[src/design/spiral_matrix_reorder_top_defines.svh]
// assertion macros for the spiral matrix reorder block
// used by spiral_matrix_reorder_top, expects clk and rst in scope
`ifndef SPIRAL_MATRIX_REORDER_TOP_DEFINES_SVH
`define SPIRAL_MATRIX_REORDER_TOP_DEFINES_SVH

`ifndef SYNTHESIS
// same-cycle implication
`define SMR_ASSERT_IMPL(name, ante, cons, msg) \
  name: assert property (@(posedge clk) disable iff (rst) (ante) |-> (cons)) else $error(msg);
// next-cycle implication
`define SMR_ASSERT_NEXT(name, ante, cons, msg) \
  name: assert property (@(posedge clk) disable iff (rst) (ante) |=> (cons)) else $error(msg);
`else
`define SMR_ASSERT_IMPL(name, ante, cons, msg)
`define SMR_ASSERT_NEXT(name, ante, cons, msg)
`endif

`endif

[src/design/smr_pkg.sv]
// shared types, constants and helpers for the spiral matrix reorder block
// no dependencies
package smr_pkg;

  localparam int MAX_DIM = 8;
  localparam int DIM_W   = 3;
  localparam int SIZE_W  = 4;
  localparam int ADDR_W  = 2 * DIM_W;
  localparam int CNT_W   = 7;
  localparam int DATA_W  = 8;
  localparam int IDX_W   = 2;

  // configuration register indexes
  localparam logic [IDX_W-1:0] REG_NUM_COLS = 2'd0;
  localparam logic [IDX_W-1:0] REG_NUM_ROWS = 2'd1;
  localparam logic [IDX_W-1:0] REG_CCW      = 2'd2;

  // matrix shape handed to the walker at start
  typedef struct packed {
    logic [SIZE_W-1:0] cols;
    logic [SIZE_W-1:0] rows;
    logic [CNT_W-1:0]  total;
    logic              ccw;
  } smr_dims_t;

  // current walker position
  typedef struct packed {
    logic             active;
    logic [DIM_W-1:0] row;
    logic [DIM_W-1:0] col;
    logic             last;
  } smr_walk_t;

  // force a dimension into 1..MAX_DIM
  function automatic logic [SIZE_W-1:0] smr_clamp(input logic [SIZE_W-1:0] v);
    logic [SIZE_W-1:0] r;
    if (v == '0) r = SIZE_W'(1);
    else if (v > SIZE_W'(MAX_DIM)) r = SIZE_W'(MAX_DIM);
    else r = v;
    return r;
  endfunction

  // element count of the matrix
  function automatic logic [CNT_W-1:0] smr_total(input logic [SIZE_W-1:0] c,
                                                 input logic [SIZE_W-1:0] r);
    logic [2*SIZE_W-1:0] p;
    p = c * r;
    return p[CNT_W-1:0];
  endfunction

endpackage

[src/design/smr_store.sv]
// element store: 64 x 8 synchronous ram, one write and one registered read port
// depends on smr_pkg
module smr_store
  import smr_pkg::*;
(
  input  logic              clk,
  input  logic              we,
  input  logic [ADDR_W-1:0] waddr,
  input  logic [DATA_W-1:0] wdata,
  input  logic              re,
  input  logic [ADDR_W-1:0] raddr,
  output logic [DATA_W-1:0] rdata
);

  logic [DATA_W-1:0] mem [MAX_DIM*MAX_DIM];

  // write port
  always_ff @(posedge clk) begin
    if (we) begin
      mem[waddr] <= wdata;
    end
  end

  // read port, data holds while no read is issued
  always_ff @(posedge clk) begin
    if (re) begin
      rdata <= mem[raddr];
    end
  end

endmodule

[src/design/smr_walker.sv]
// spiral address walker: one (row, col) per step in spiral order
// depends on smr_pkg
module smr_walker
  import smr_pkg::*;
(
  input  logic      clk,
  input  logic      rst,
  input  logic      start,
  input  smr_dims_t dims,
  input  logic      step,
  output smr_walk_t pos
);

  localparam logic [1:0] DIR_RIGHT = 2'd0;
  localparam logic [1:0] DIR_DOWN  = 2'd1;
  localparam logic [1:0] DIR_LEFT  = 2'd2;
  localparam logic [1:0] DIR_UP    = 2'd3;

  logic             active;
  logic             ccw;
  logic [1:0]       dir;
  logic [DIM_W-1:0] row;
  logic [DIM_W-1:0] col;
  logic [DIM_W-1:0] top;
  logic [DIM_W-1:0] bottom;
  logic [DIM_W-1:0] left;
  logic [DIM_W-1:0] right;
  logic [CNT_W-1:0] remain;

  logic             at_end;
  logic [1:0]       dir_next;
  logic [1:0]       move_dir;
  logic [DIM_W-1:0] top_next;
  logic [DIM_W-1:0] bottom_next;
  logic [DIM_W-1:0] left_next;
  logic [DIM_W-1:0] right_next;
  logic [DIM_W-1:0] row_next;
  logic [DIM_W-1:0] col_next;

  // end of the current side
  always_comb begin
    unique case (dir)
      DIR_RIGHT: at_end = (col == right);
      DIR_DOWN:  at_end = (row == bottom);
      DIR_LEFT:  at_end = (col == left);
      DIR_UP:    at_end = (row == top);
      default:   at_end = 1'b0;
    endcase
  end

  // turn: next direction and the bound that moves inward
  always_comb begin
    top_next    = top;
    bottom_next = bottom;
    left_next   = left;
    right_next  = right;
    dir_next    = dir;
    unique case (dir)
      DIR_RIGHT: begin
        dir_next = ccw ? DIR_UP : DIR_DOWN;
        if (ccw) bottom_next = bottom - 1'b1;
        else top_next = top + 1'b1;
      end
      DIR_DOWN: begin
        dir_next = ccw ? DIR_RIGHT : DIR_LEFT;
        if (ccw) left_next = left + 1'b1;
        else right_next = right - 1'b1;
      end
      DIR_LEFT: begin
        dir_next = ccw ? DIR_DOWN : DIR_UP;
        if (ccw) top_next = top + 1'b1;
        else bottom_next = bottom - 1'b1;
      end
      DIR_UP: begin
        dir_next = ccw ? DIR_LEFT : DIR_RIGHT;
        if (ccw) right_next = right - 1'b1;
        else left_next = left + 1'b1;
      end
      default: dir_next = dir;
    endcase
  end

  // every new side starts one step from the corner in its own direction
  assign move_dir = at_end ? dir_next : dir;

  always_comb begin
    row_next = row;
    col_next = col;
    unique case (move_dir)
      DIR_RIGHT: col_next = col + 1'b1;
      DIR_DOWN:  row_next = row + 1'b1;
      DIR_LEFT:  col_next = col - 1'b1;
      DIR_UP:    row_next = row - 1'b1;
      default:   row_next = row;
    endcase
  end

  // control state
  always_ff @(posedge clk) begin
    if (rst) begin
      active <= 1'b0;
    end else if (start) begin
      active <= 1'b1;
    end else if (step && remain == CNT_W'(1)) begin
      active <= 1'b0;
    end
  end

  // position and bounds
  always_ff @(posedge clk) begin
    if (start) begin
      ccw    <= dims.ccw;
      dir    <= dims.ccw ? DIR_DOWN : DIR_RIGHT;
      row    <= '0;
      col    <= '0;
      top    <= '0;
      left   <= '0;
      right  <= DIM_W'(dims.cols - 1'b1);
      bottom <= DIM_W'(dims.rows - 1'b1);
      remain <= dims.total;
    end else if (step) begin
      remain <= remain - 1'b1;
      row    <= row_next;
      col    <= col_next;
      if (at_end) begin
        dir    <= dir_next;
        top    <= top_next;
        bottom <= bottom_next;
        left   <= left_next;
        right  <= right_next;
      end
    end
  end

  assign pos.active = active;
  assign pos.row    = row;
  assign pos.col    = col;
  assign pos.last   = (remain == CNT_W'(1));

endmodule

[src/design/spiral_matrix_reorder_top.sv]
// load: each input word is accepted in idle, then written to the store; a column-width change mid-load
//   first re-derives the load position by repeated subtraction of the column width
// emission: words pass the store read stage, then the output register; 1 word per cycle unless
//   out_ready stalls the output, paced by the single read port of the element store
// reset: synchronous, clears load count and handshakes; store contents stay undefined
// top level of the spiral matrix reorder block; depends on smr_pkg, smr_store, smr_walker
`include "spiral_matrix_reorder_top_defines.svh"

module spiral_matrix_reorder_top
  import smr_pkg::*;
(
  input  logic              clk,
  input  logic              rst,
  input  logic              cfg_we,
  input  logic [IDX_W-1:0]  cfg_index,
  input  logic [SIZE_W-1:0] cfg_data,
  input  logic              in_valid,
  output logic              in_ready,
  input  logic [DATA_W-1:0] value,
  output logic              out_valid,
  input  logic              out_ready,
  output logic [DATA_W-1:0] element,
  output logic [DIM_W-1:0]  row_pos,
  output logic [DIM_W-1:0]  col_pos,
  output logic              last
);

  localparam logic [1:0] S_IDLE = 2'd0;
  localparam logic [1:0] S_LOAD = 2'd1;
  localparam logic [1:0] S_DIV  = 2'd2;
  localparam logic [1:0] S_EMIT = 2'd3;

  logic [1:0]        state;
  logic [SIZE_W-1:0] num_cols;
  logic [SIZE_W-1:0] num_rows;
  logic              counter_clockwise;
  logic              cols_dirty;
  logic [CNT_W-1:0]  load_count;
  logic [DIM_W-1:0]  load_row;
  logic [DIM_W-1:0]  load_col;
  logic [CNT_W-1:0]  div_rem;
  logic [DATA_W-1:0] in_word;

  logic [SIZE_W-1:0] eff_cols;
  logic [SIZE_W-1:0] eff_rows;
  logic [CNT_W-1:0]  total;
  logic              restart;
  logic [DIM_W-1:0]  wr_row;
  logic [DIM_W-1:0]  wr_col;
  logic [CNT_W-1:0]  cnt_inc;
  logic              store_we;
  logic              walk_start;
  smr_dims_t         dims;
  smr_walk_t         walk;
  logic              rd_issue;
  logic [DATA_W-1:0] rdata;
  logic              p1_valid;
  logic              p1_move;
  logic [DIM_W-1:0]  p1_row;
  logic [DIM_W-1:0]  p1_col;
  logic              p1_last;

  // configuration registers
  always_ff @(posedge clk) begin
    if (rst) begin
      num_cols          <= SIZE_W'(MAX_DIM);
      num_rows          <= SIZE_W'(MAX_DIM);
      counter_clockwise <= 1'b0;
    end else if (cfg_we) begin
      unique case (cfg_index)
        REG_NUM_COLS: num_cols <= cfg_data;
        REG_NUM_ROWS: num_rows <= cfg_data;
        REG_CCW:      counter_clockwise <= cfg_data[0];
        default:      num_cols <= num_cols;
      endcase
    end
  end

  // effective shape
  assign eff_cols = smr_clamp(num_cols);
  assign eff_rows = smr_clamp(num_rows);
  assign total    = smr_total(eff_cols, eff_rows);

  // load position, restarting when the count no longer fits the matrix
  assign restart  = (load_count >= total);
  assign wr_row   = restart ? '0 : load_row;
  assign wr_col   = restart ? '0 : load_col;
  assign cnt_inc  = (restart ? '0 : load_count) + 1'b1;
  assign store_we = (state == S_LOAD) && (restart || !cols_dirty);
  assign walk_start = store_we && (cnt_inc == total);

  assign in_ready = (state == S_IDLE);

  // load sequencer
  always_ff @(posedge clk) begin
    if (rst) begin
      state      <= S_IDLE;
      load_count <= '0;
      load_row   <= '0;
      load_col   <= '0;
      cols_dirty <= 1'b0;
    end else begin
      if (cfg_we && cfg_index == REG_NUM_COLS) begin
        cols_dirty <= 1'b1;
      end
      unique case (state)
        S_IDLE: begin
          if (in_valid) begin
            state <= S_LOAD;
          end
        end
        S_LOAD: begin
          if (!store_we) begin
            // column width changed: redo row and column from the count
            div_rem  <= load_count;
            load_row <= '0;
            state    <= S_DIV;
          end else begin
            cols_dirty <= 1'b0;
            if (walk_start) begin
              load_count <= '0;
              load_row   <= '0;
              load_col   <= '0;
              state      <= S_EMIT;
            end else begin
              load_count <= cnt_inc;
              if ({1'b0, wr_col} + 1'b1 == eff_cols) begin
                load_col <= '0;
                load_row <= wr_row + 1'b1;
              end else begin
                load_col <= wr_col + 1'b1;
                load_row <= wr_row;
              end
              state <= S_IDLE;
            end
          end
        end
        S_DIV: begin
          // one subtraction of the column width per cycle
          if (div_rem >= CNT_W'(eff_cols)) begin
            div_rem  <= div_rem - CNT_W'(eff_cols);
            load_row <= load_row + 1'b1;
          end else begin
            load_col   <= div_rem[DIM_W-1:0];
            cols_dirty <= 1'b0;
            state      <= S_LOAD;
          end
        end
        S_EMIT: begin
          if (!walk.active && !p1_valid) begin
            state <= S_IDLE;
          end
        end
        default: state <= S_IDLE;
      endcase
    end
  end

  // input word holding register
  always_ff @(posedge clk) begin
    if (in_valid && in_ready) begin
      in_word <= value;
    end
  end

  assign dims.cols  = eff_cols;
  assign dims.rows  = eff_rows;
  assign dims.total = total;
  assign dims.ccw   = counter_clockwise;

  smr_walker u_walker (
    .clk   (clk),
    .rst   (rst),
    .start (walk_start),
    .dims  (dims),
    .step  (rd_issue),
    .pos   (walk)
  );

  // read pipeline: store read stage, then output register
  assign p1_move  = p1_valid && (!out_valid || out_ready);
  assign rd_issue = walk.active && (!p1_valid || p1_move);

  smr_store u_store (
    .clk   (clk),
    .we    (store_we),
    .waddr ({wr_row, wr_col}),
    .wdata (in_word),
    .re    (rd_issue),
    .raddr ({walk.row, walk.col}),
    .rdata (rdata)
  );

  // read stage tags
  always_ff @(posedge clk) begin
    if (rst) begin
      p1_valid <= 1'b0;
    end else if (rd_issue) begin
      p1_valid <= 1'b1;
    end else if (p1_move) begin
      p1_valid <= 1'b0;
    end
  end

  always_ff @(posedge clk) begin
    if (rd_issue) begin
      p1_row  <= walk.row;
      p1_col  <= walk.col;
      p1_last <= walk.last;
    end
  end

  // output register
  always_ff @(posedge clk) begin
    if (rst) begin
      out_valid <= 1'b0;
    end else if (p1_move) begin
      out_valid <= 1'b1;
    end else if (out_ready) begin
      out_valid <= 1'b0;
    end
  end

  always_ff @(posedge clk) begin
    if (p1_move) begin
      element <= rdata;
      row_pos <= p1_row;
      col_pos <= p1_col;
      last    <= p1_last;
    end
  end

  // checks
  `SMR_ASSERT_IMPL(a_no_load_during_walk, in_ready, !walk.active && !p1_valid, "input open in run")
  `SMR_ASSERT_IMPL(a_last_ends_walk, p1_valid && p1_last, !walk.active, "walk active after last")
  `SMR_ASSERT_NEXT(a_read_fills_stage, rd_issue, p1_valid, "store read lost")
  `SMR_ASSERT_IMPL(a_div_only_when_dirty, state == S_DIV, cols_dirty, "stray divide")

endmodule

[config.mk]
export PLATFORM = sky130hd
export DESIGN_NAME = spiral_matrix_reorder_top
export DESIGN_NICKNAME = d
export VERILOG_FILES = /design/src/design/smr_pkg.sv /design/src/design/smr_store.sv /design/src/design/smr_walker.sv /design/src/design/spiral_matrix_reorder_top.sv
export VERILOG_INCLUDE_DIRS = /design/src /design/src/design
export SDC_FILE = /design/constraint.sdc
export NUM_CORES = 1
export LEC_CHECK = 0
export BUFFER_PORTS_ARGS = -buffer_cell sky130_fd_sc_hd__buf_2
export CORE_AREA = 2 2 230 232
export CTS_CLUSTER_DIAMETER = 80
export CTS_CLUSTER_SIZE = 40
export DETAILED_ROUTE_END_ITERATION = 12
export DIE_AREA = 0 0 232 234
export PLACE_DENSITY = 0.72
export SYNTH_ARGS = -nofsm -noshare
export SYNTH_HDL_FRONTEND = slang
export SYNTH_SLANG_ARGS = --single-unit
[constraint.sdc]
create_clock -name clk -period 17.5 [get_ports clk]
set_clock_uncertainty 0.05 [all_clocks]
set_input_delay 1.75 -clock clk [delete_from_list [all_inputs] [get_ports clk]]
set_output_delay 1.75 -clock clk [all_outputs]
set_load 0.1 [all_outputs]
==> out/qor.yml, run 1 <==
drc: 0
drive_gt1_share_pct: 20.7
insertion_delay_ns: 0.63
ys_types: 79
p_leak_nw: 8.72
numPortBuffers: 35
dp_hpwl_um: 33700
synthCells: 1408
vias: 12900
antenna_found_initial: 1
r2r-end: "u_walker.bottom[2]"
critical_path_class: "reg2reg"
fin_crit_sh_pct: 46.9
dieArea_mm2: 0.0543
startpoint_type: "register"
max_cap_violations: 0
peakVddDrop_uv: 69.6
fillerInstances: 3981
rsz0062_at_grt: "no"
numCtsBuffers: 28
dieHeight_um: 234
grt_first_pass_wirelength_um: 80900
p_int_mw: 2.47
htree_levels: 1
gr-total-overflow: 0
syn_area_mm2: 0.0256
power_mw: 3.52
tns_ns: 0
crit_fanout: 26
switchingPower_mw: 1.05
grt_usage_pct: 20.0
nNetsFinal: 1481
num_rows: 84
power_density_mw_per_mm2: 128
critPathSlowestCell: "xnor2_1"
syn_avg_cell_area_um2: 18.2
synth-main-ff-cell: "edfxtp_1"
worst_pin_slew_ns: 1.28
hold_violations: 0
first_global_vias: 12600
whs_ns: 0.384
cts_buffer_depth: 3
synth_fp_nets: 1467
crit_path_end_kind: "register"
swShare_pct: 29.9
first_pass_iters: 5
synth_seq_cells: 613
slew_headroom_pct: 14.3
setup_viol: 0
cts_tree: "built"
core_area_mm2: 0.0520
wirelength_um: 53200
cts_hold_buf: 0
cts_resized: 0
finalCriticalPeriod_ns: 8.21
async_flop_share_pct: 0
synth_edf_count: 573
die_w_um: 232
hold-path-cell-count: 0
gp_congestion: 0.851
slowest_delay_ns: 0.55
clock.fmax_mhz: 122
reg2reg_from: "num_cols[3]"
num_io_pins: 36
drtIter0Drc: 1548
hp-start: "p1_col[0]"
area_delta_synth_final_pct: 7.72
worst_ep_arrival_time_ns: 8.52
post-cts-setup-buffers: 0
crit_required_ns: 17.80
r2r_setup_slack_ns: 9.29
yosysSeqAreaShare_pct: 70.3
status: "finished clean"
cts_sinks: 613
worstHoldPathType: "reg2reg"
min_to: "col_pos[0]"
clk_pin_slew_ns: 0.10
clock-root-buffer: "clkbuf_16"
p_clk_share_pct: 24.0
wl_per_cell_um: 25.0
antenna_cells: 0
ant_nets: 0
rr_worst_depth: 26
viasPerCell: 6.03
initial_core_util_pct: 49.3
final_util_pct: 53.1
combPwrFrac_pct: 27.2
ys_warn_count: 0
grt_max_degree: 66
slew_violations: 0
pwr-share-seq_pct: 48.8
==> layout make-up <==
cell class | count | area, µm² | area share (%)
repair buffers | 55 | 325 | 1.18
clock buffers | 31 | 733 | 2.66
well taps | 688 | 861 | 3.12
clock inverters | 20 | 337 | 1.22
flip-flops and latches | 613 | 18000 | 65.3
inverters | 38 | 145 | 0.526
multi-input cells | 686 | 7190 | 26.0
==> power groups by stage <==
stage          registers [mW]  clock network (mW)  logic (mW)
3_5_place_dp             1.75                   0       0.968
2_1_floorplan            1.74                   0       0.697
4_1_cts                  1.72               0.866       0.972
5_1_grt                  1.73               0.907        1.02
6_report                 1.72               0.846       0.958
3_3_place_gp             1.75                   0       0.958
==> per-layer routing <==
layer	vias to the layer above	part of all wire (%)	GRT usage [%]
met4	2	2.1	4.67
met5	-	0.013	0
met3	72	6.2	2.20
met1	6710	42	28.8
li1	5630	-	-
met2	438	50	33.1
==> state kept, by name (all words and copies together) (netlist names), 4 cells and up <==
| name | flops |
|---|---|
| div_rem | 7 |
| element | 8 |
| in_word | 8 |
| load_count | 7 |
| num_cols | 4 |
| num_rows | 4 |
| u_store.mem | 512 |
| u_store.rdata | 8 |
| u_walker.remain | 7 |
==> worst max-delay path: cells and delay by family (launching register included) <==
family | cells | cell delay, ns
buffers and inverters | 5 | 1.03
DFF | 1 | 0.45
muxes | 1 | 0.26
and+or+nand+nor | 7 | 1.61
xor gates and xnor gates | 3 | 0.85
AOI/OAI and AO/OA | 5 | 1.76
adders and majority gates | 5 | 1.97
==> synthesized netlist by cell type, drive strengths merged (8+ instances only) <==
master,n,share of area [%]
a21oi,40,0.81
and2,8,0.20
and3,9,0.24
buf,32,0.55
clkbuf,39,0.57
dfxtp,40,3.1
edfxtp,573,67
ha,33,1.6
inv,35,0.52
mux2i,22,0.86
mux4,168,15
nand2,53,0.79
nand3,19,0.39
nand4,12,0.35
nor2,133,1.9
nor2b,12,0.29
nor3,11,0.21
o21ai,22,0.44
xnor2,30,1.1
xor2,17,0.61
==> stage by stage <==
stage | instance area, µm² | setup slack [ns] | std cells
after floorplan | 25600 | 10.75 | 1408
after CTS | 27600 | 9.37 | 2131
after global placement | 26500 | 9.77 | 2080
after detailed placement | 26500 | 9.44 | 2080
after global routing | 27600 | 8.63 | 2131
final | 27600 | 9.29 | 2131
==> cells by family after synthesis <==
group                      Yosys count  synth area share [%]
DFF                                613                  70.3
AOI/OAI and AO/OA                  116                  3.06
and+or+nand+nor                    291                  5.41
adders and majority gates           40                  2.16
buffers and inverters              109                  1.69
xor gates and xnor gates            47                  1.69
muxes                              192                  15.7
==> cells in the final DEF (no fill, tap or decap), drive strengths merged, types with 5 or more instances in the layout <==
master | Yosys | routed
a21oi | 40 | 40
or3 | 5 | 5
and3 | 9 | 9
and2 | 8 | 8
a31oi | 6 | 6
mux4 | 168 | 168
nand3 | 19 | 19
nor2b | 12 | 12
nor4 | 7 | 7
nand2b | 6 | 6
edfxtp | 573 | 573
xor2 | 17 | 17
nand4 | 12 | 12
clkinv | 3 | 15
inv | 35 | 43
mux2i | 22 | 22
nor2 | 133 | 133
ha | 33 | 33
nand2 | 53 | 53
clkbuf | 39 | 31
dfxtp | 40 | 40
o21ai | 22 | 22
fa | 7 | 7
nor3 | 11 | 11
xnor2 | 30 | 30
buf | 32 | 55
==> how the worst max path moves through the flow <==
stage / startpoint / to / slack (ns) / cells after the start
3_3_place_gp: num_cols[3] / u_walker.right[2] / 9.77 / 26
6_report: num_cols[3] / u_walker.bottom[2] / 9.29 / 26
4_1_cts: num_cols[3] / u_walker.bottom[2] / 9.37 / 26
5_1_grt: num_cols[3] / u_walker.bottom[2] / 8.63 / 26
3_5_place_dp: num_cols[3] / u_walker.bottom[2] / 9.44 / 26
2_1_floorplan: num_cols[3] / u_walker.right[2] / 10.75 / 28
(Power assumes the default switching activity.)
==> run 2: changes to the inputs <==
--- a/config.mk
+++ b/config.mk
@@ -12,7 +12,7 @@
 export CTS_CLUSTER_SIZE = 40
 export DETAILED_ROUTE_END_ITERATION = 12
 export DIE_AREA = 0 0 232 234
-export PLACE_DENSITY = 0.72
+export PLACE_DENSITY = 0.75
 export SYNTH_ARGS = -nofsm -noshare
 export SYNTH_HDL_FRONTEND = slang
 export SYNTH_SLANG_ARGS = --single-unit
==> constraint.sdc (replaced) <==
create_clock -name clk -period 7.3 [get_ports clk]
set_clock_uncertainty 0.05 [all_clocks]
set_input_delay 0.73 -clock clk [delete_from_list [all_inputs] [get_ports clk]]
set_output_delay 0.73 -clock clk [all_outputs]
set_load 0.1 [all_outputs]
==> out/qor.yml, run 2 (synthesis results as in run 1) <==
status: "finished clean"
nNetsFinal: 1540  # +4.0%
cts_sinks: 613  # unchanged
crit_path_end_kind: "register"
worst_pin_slew_ns: 1.13  # -0.145 ns
first_pass_iters: 7  # +2
clk_pin_slew_ns: 0.12  # +0.02 ns
place_area_mm2: 0.0270  # +1.7%
clock-root-buffer: "clkbuf_16"
dp_hpwl_um: 33600  # -0.33%
insertion_delay_ns: 0.61  # -0.02 ns
grt_usage_pct: 20.1  # +0.10 points
worstHoldPathType: "in2reg"
wirelength_um: 53900  # +1.3%
cts_hold_buf: 0  # unchanged
max_cap_violations: 0  # unchanged
dieHeight_um: 234  # unchanged
num_io_pins: 36  # unchanged
tns_ns: 0  # unchanged
htree_levels: 1  # unchanged
die_w_um: 232  # unchanged
numCtsBuffers: 26  # -7.1%
slew_violations: 0  # unchanged
grt_first_pass_wirelength_um: 81300  # +0.46%
antenna_cells: 0  # unchanged
wl_per_cell_um: 24.6  # -1.4%
viasPerCell: 6.04  # about the same
slew_headroom_pct: 24.3  # +10 points
worst_ep_arrival_time_ns: 7.26  # -1.26 ns
num_rows: 84  # unchanged
final-seq-area_mm2: 0.0180  # about the same
cts_tree: "built"
core_area_mm2: 0.0520  # unchanged
initial_core_util_pct: 49.3  # unchanged
critical_path_class: "reg2reg"
crit_required_ns: 7.60  # -10.20 ns
final_common_cell: "edfxtp_1"
finalCriticalPeriod_ns: 6.96  # -1.25 ns
fillerInstances: 3961  # -0.50%
largest_reg_flops: 512  # unchanged
ant_nets: 0  # unchanged
drtIter0Drc: 1620  # +4.7%
antenna_found_initial: 0  # -1
dieArea_mm2: 0.0543  # unchanged
regMostFlops: "u_store.mem"
startpoint_type: "register"
numPortBuffers: 35  # unchanged
whs_ns: 0.248  # -0.136 ns
crit_fanout: 12  # -54%
clock.fmax_mhz: 144  # +18%
cts_buffer_depth: 3  # unchanged
fin_crit_sh_pct: 95.3  # +48 points
power_density_mw_per_mm2: 299  # +130%
multi_input_area_mm2: 0.00722  # +0.51%
p_leak_nw: 9.00  # +3.2%
vias: 13200  # +2.8%
peakVddDrop_uv: 307  # +340%
first_global_vias: 12900  # +2.4%
drive_gt1_share_pct: 23.7  # +3.0 points
setup_viol: 0  # unchanged
gp_congestion: 0.883  # +3.8%
r2r_setup_slack_ns: 0.34  # -8.95 ns
hold_violations: 0  # unchanged
grt_max_degree: 124  # +88%
drc: 0  # unchanged
mostFrequentLayoutCells: "edfxtp_1, mux4_2, nor2_1, buf_4, nand2_1"
area_delta_synth_final_pct: 9.20
design_area_mm2: 0.0280  # +1.4%
gr-total-overflow: 0  # unchanged
==> run 2: critical path, cell delays in order (launching register included) <==
cell and delay [ns]:
dfxtp_1 0.40, nor2_1 0.08, o21ai_1 0.35, inv_1 0.17, nand2_1 0.12, fa_1 0.41, inv_1 0.09, fa_1 0.46
fa_1 0.43, xnor2_1 0.22, ha_1 0.30, nand2_1 0.11, inv_1 0.04, a2111o_1 0.52, a41oi_4 0.34, or2_1 0.17
and2_1 0.13, ha_1 0.27, nand3_1 0.18, xor2_1 0.22, nor4_1 0.22, a311oi_1 0.10, a32oi_2 0.38, nand4_4 0.29
nor2_1 0.22, a21oi_1 0.08, ha_1 0.22, xnor2_1 0.13
==> run 2: power by group <==
group / internal, mW / switching (mW) / total [mW]
clock network: 0.756 / 1.15 / 1.91
logic: 1.11 / 1.19 / 2.30
registers: 4.01 / 0.137 / 4.15
==> run 2: through the flow <==
stage                     instances  total power [mW]  utilization [%]  setup slack (ns)
after CTS                      2187              8.41             53.7            0.0723
final                          2189              8.35             53.8             0.340
after global placement         2139              6.51             51.9             0.350
after global routing           2189              8.65             53.8          -0.00180
after floorplan                1408              5.84                -             0.551
after detailed placement       2139              6.55             51.9            0.0976
==> run 2: timing repair <==
| action | CTS | global route |
|---|---|---|
| resized for setup | 0 | 6 |
| endpoints found under the setup margin | 0 | 47 |
| buffers inserted | 0 | 1 |
==> run 2: cell type report <==
class	count	share of cell area, %
Multi-Input combinational cell	687	25.8
Tap cell	688	3.08
Timing Repair Buffer	115	2.82
Sequential cell	613	64.4
Inverter	38	0.537
Clock buffer	31	2.47
Clock inverter	17	0.908
==> run 2: path summary, 6_finish.rpt <==
path,from,endpoint,cells after the start
setup / recovery,num_cols[1],u_walker.right[2],27
hold / removal,value[7],in_word[7],1
setup reg to reg,num_cols[1],u_walker.right[2],27
hold reg to reg,u_store.rdata[2],element[2],0
==> run 2: routing by layer <==
layer / global-route usage, % / share of wire, % / up-vias
met4: 3.27 / 1.4 / 0
met3: 2.04 / 6.4 / 66
li1: - / - / 5742
met1: 28.3 / 41 / 6895
met2: 34.8 / 51 / 508
met5: 0 / 0 / -
==> run 3: changes to the inputs <==
--- a/config.mk
+++ b/config.mk
@@ -7,12 +7,12 @@
 export NUM_CORES = 1
 export LEC_CHECK = 0
 export BUFFER_PORTS_ARGS = -buffer_cell sky130_fd_sc_hd__buf_2
-export CORE_AREA = 2 2 230 232
+export CORE_AREA = 2 2 221 223
 export CTS_CLUSTER_DIAMETER = 80
 export CTS_CLUSTER_SIZE = 40
 export DETAILED_ROUTE_END_ITERATION = 12
-export DIE_AREA = 0 0 232 234
-export PLACE_DENSITY = 0.75
+export DIE_AREA = 0 0 223 225
+export PLACE_DENSITY = 0.79
 export SYNTH_ARGS = -nofsm -noshare
 export SYNTH_HDL_FRONTEND = slang
 export SYNTH_SLANG_ARGS = --single-unit
==> out/qor.yml, run 3 (synthesis results as in run 1) <==
clock.fmax_mhz: 145  # +1.1%
peakVddDrop_uv: 256  # -17%
drc: 0  # unchanged
cts_buffer_depth: 3  # unchanged
viasPerCell: 6.26  # +3.8%
design_area_mm2: 0.0278  # -0.55%
r2r_setup_slack_ns: 0.42  # +0.08 ns
gr-total-overflow: 0  # unchanged
regMostFlops: "u_store.mem"
power_density_mw_per_mm2: 300  # +0.54%
first_global_vias: 13000  # +0.88%
drive_gt1_share_pct: 23.2  # -0.54 points
nNetsFinal: 1523  # -1.1%
initial_core_util_pct: 53.9  # +4.6 points
startpoint_type: "register"
ant_nets: 0  # unchanged
htree_levels: 1  # unchanged
crit_path_end_kind: "register"
cts_hold_buf: 0  # unchanged
setup.worst_path.start: "num_cols[3]"
num_rows: 80  # -4.8%
clock-root-buffer: "clkbuf_16"
largest_reg_flops: 512  # unchanged
place_area_mm2: 0.0267  # -0.95%
slew_headroom_pct: 28.3  # +4.0 points
crit_fanout: 15  # +3
setup_viol: 0  # unchanged
drtIter0Drc: 1716  # +5.9%
p_leak_nw: 8.93  # -0.71%
final_common_cell: "edfxtp_1"
cts_sinks: 613  # unchanged
max_cap_violations: 0  # unchanged
crit_required_ns: 7.61  # about the same
core_area_mm2: 0.0475  # -8.6%
critical_path_class: "reg2reg"
grt_first_pass_wirelength_um: 81000  # -0.37%
die_w_um: 223  # -3.9%
fillerInstances: 3357  # -15%
r2r-end: "u_walker.bottom[2]"
grt_usage_pct: 21.5  # +1.4 points
finalCriticalPeriod_ns: 6.88  # -0.0769 ns
dieHeight_um: 225  # -3.8%
status: "finished clean"
fin_crit_sh_pct: 94.3  # -1.1 points
gp_congestion: 0.914  # +3.5%
wl_per_cell_um: 25.3  # +2.9%
power_mw: 8.35  # about the same
tns_ns: 0  # unchanged
vias: 13100  # -0.48%
endpoint: "u_walker.bottom[2]"
num_io_pins: 36  # unchanged
dieArea_mm2: 0.0502  # -7.6%
numPortBuffers: 35  # unchanged
dp_hpwl_um: 34000  # +1.3%
clk_pin_slew_ns: 0.12  # about the same
slew_violations: 0  # unchanged
cts_tree: "built"
antenna_found_initial: 0  # unchanged
grt_max_degree: 75  # -40%
rsz0062_at_grt: "no"
hold_violations: 0  # unchanged
insertion_delay_ns: 0.62  # about the same
numCtsBuffers: 26  # unchanged
antenna_cells: 0  # unchanged
worst_ep_arrival_time_ns: 7.20  # -0.06 ns
area_delta_synth_final_pct: 8.60
worst_pin_slew_ns: 1.08  # -0.0571 ns
first_pass_iters: 6  # -1
rr_worst_depth: 25  # -7.4%
worstHoldPathType: "in2reg"
wirelength_um: 53200  # -1.4%
mostFrequentLayoutCells: "edfxtp_1, mux4_2, nor2_1, buf_4, nand2_1"
reg2reg_from: "num_cols[3]"
==> run 3: changes by cell type in the layout (fill, tap and decap cells not counted), moves of 2 or more <==
| cell | previous run | this run |
|---|---|---|
| buf_4 | 79 | 60 |
| clkinvlp_4 | 2 | 0 |
| inv_6 | 1 | 6 |
| inv_8 | 5 | 3 |
==> run 3: routing by layer <==
metal | track usage [%] | vias to the layer above | share of wire, %
met4 | 4.07 | 0 | 1.6
met3 | 2.79 | 59 | 6.9
met5 | 0 | - | 0
met2 | 36.6 | 538 | 50
met1 | 30.3 | 6827 | 42
li1 | - | 5723 | -
==> run 3: how the worst min path moves through the flow <==
stage	startpoint	endpoint	slack [ns]	cells after the start
6_report	value[7]	in_word[7]	0.26	1
5_1_grt	value[7]	in_word[7]	0.23	1
4_1_cts	value[6]	in_word[6]	0.24	1
3_5_place_dp	p1_row[2]	row_pos[2]	0.36	0
3_3_place_gp	p1_col[1]	col_pos[1]	0.36	0
2_1_floorplan	p1_col[0]	col_pos[0]	0.35	0
==> run 3: where the power goes <==
group | total [mW] | internal, mW | switching, mW
Sequential | 4.17 | 4.01 | 0.161
Clock | 1.93 | 0.768 | 1.16
Combinational | 2.25 | 1.11 | 1.14
==> run 3: layout make-up <==
class / count / area [µm²] / area share [%]
timing repair buffer: 97 / 666 / 2.39
inverter: 38 / 150 / 0.540
sequential: 613 / 18000 / 64.7
tap: 615 / 769 / 2.77
clock inverter: 18 / 287 / 1.03
clock buffer: 30 / 687 / 2.47
multi-input combinational: 688 / 7250 / 26.1
==> run 3: per-stage QoR <==
| step | cells | hold slack, ns | utilization [%] | worst slack (ns) |
|---|---|---|---|---|
| finish | 2099 | 0.258 | 58.5 | 0.417 |
| global route | 2099 | 0.234 | 58.5 | 0.0660 |
| detailed placement | 2044 | 0.355 | 56.2 | 0.0376 |
| CTS | 2092 | 0.238 | 58.3 | 0.0980 |
| global placement | 2044 | 0.356 | 56.2 | 0.391 |
| floorplan | 1408 | 0.350 | - | 0.551 |
==> run 3: what timing repair did <==
item / in CTS / in global routing
setup buffers: 0 / 5
pin swaps: 0 / 3
gates resized for setup: 2 / 7
endpoints found under the setup margin: 1 / 53
cloned: 0 / 2
endpoints found under the hold margin: 0 / 0
==> run 3: critical path, stage by stage, from the launching register on <==
cell,delay [ns]
dfxtp_1,0.40
clkinv_1,0.10
buf_4,0.16
nand2_1,0.08
inv_1,0.09
nand2_1,0.08
fa_1,0.56
inv_1,0.06
fa_1,0.49
fa_1,0.42
a21o_1,0.18
a21oi_2,0.22
xor2_2,0.69
a41oi_4,0.29
or2_1,0.30
and2_1,0.16
ha_1,0.28
nand3_1,0.19
nor2b_1,0.23
o2111ai_1,0.14
a31oi_2,0.55
nand4_4,0.29
buf_12,0.21
a21oi_1,0.16
ha_1,0.18
xnor2_1,0.07
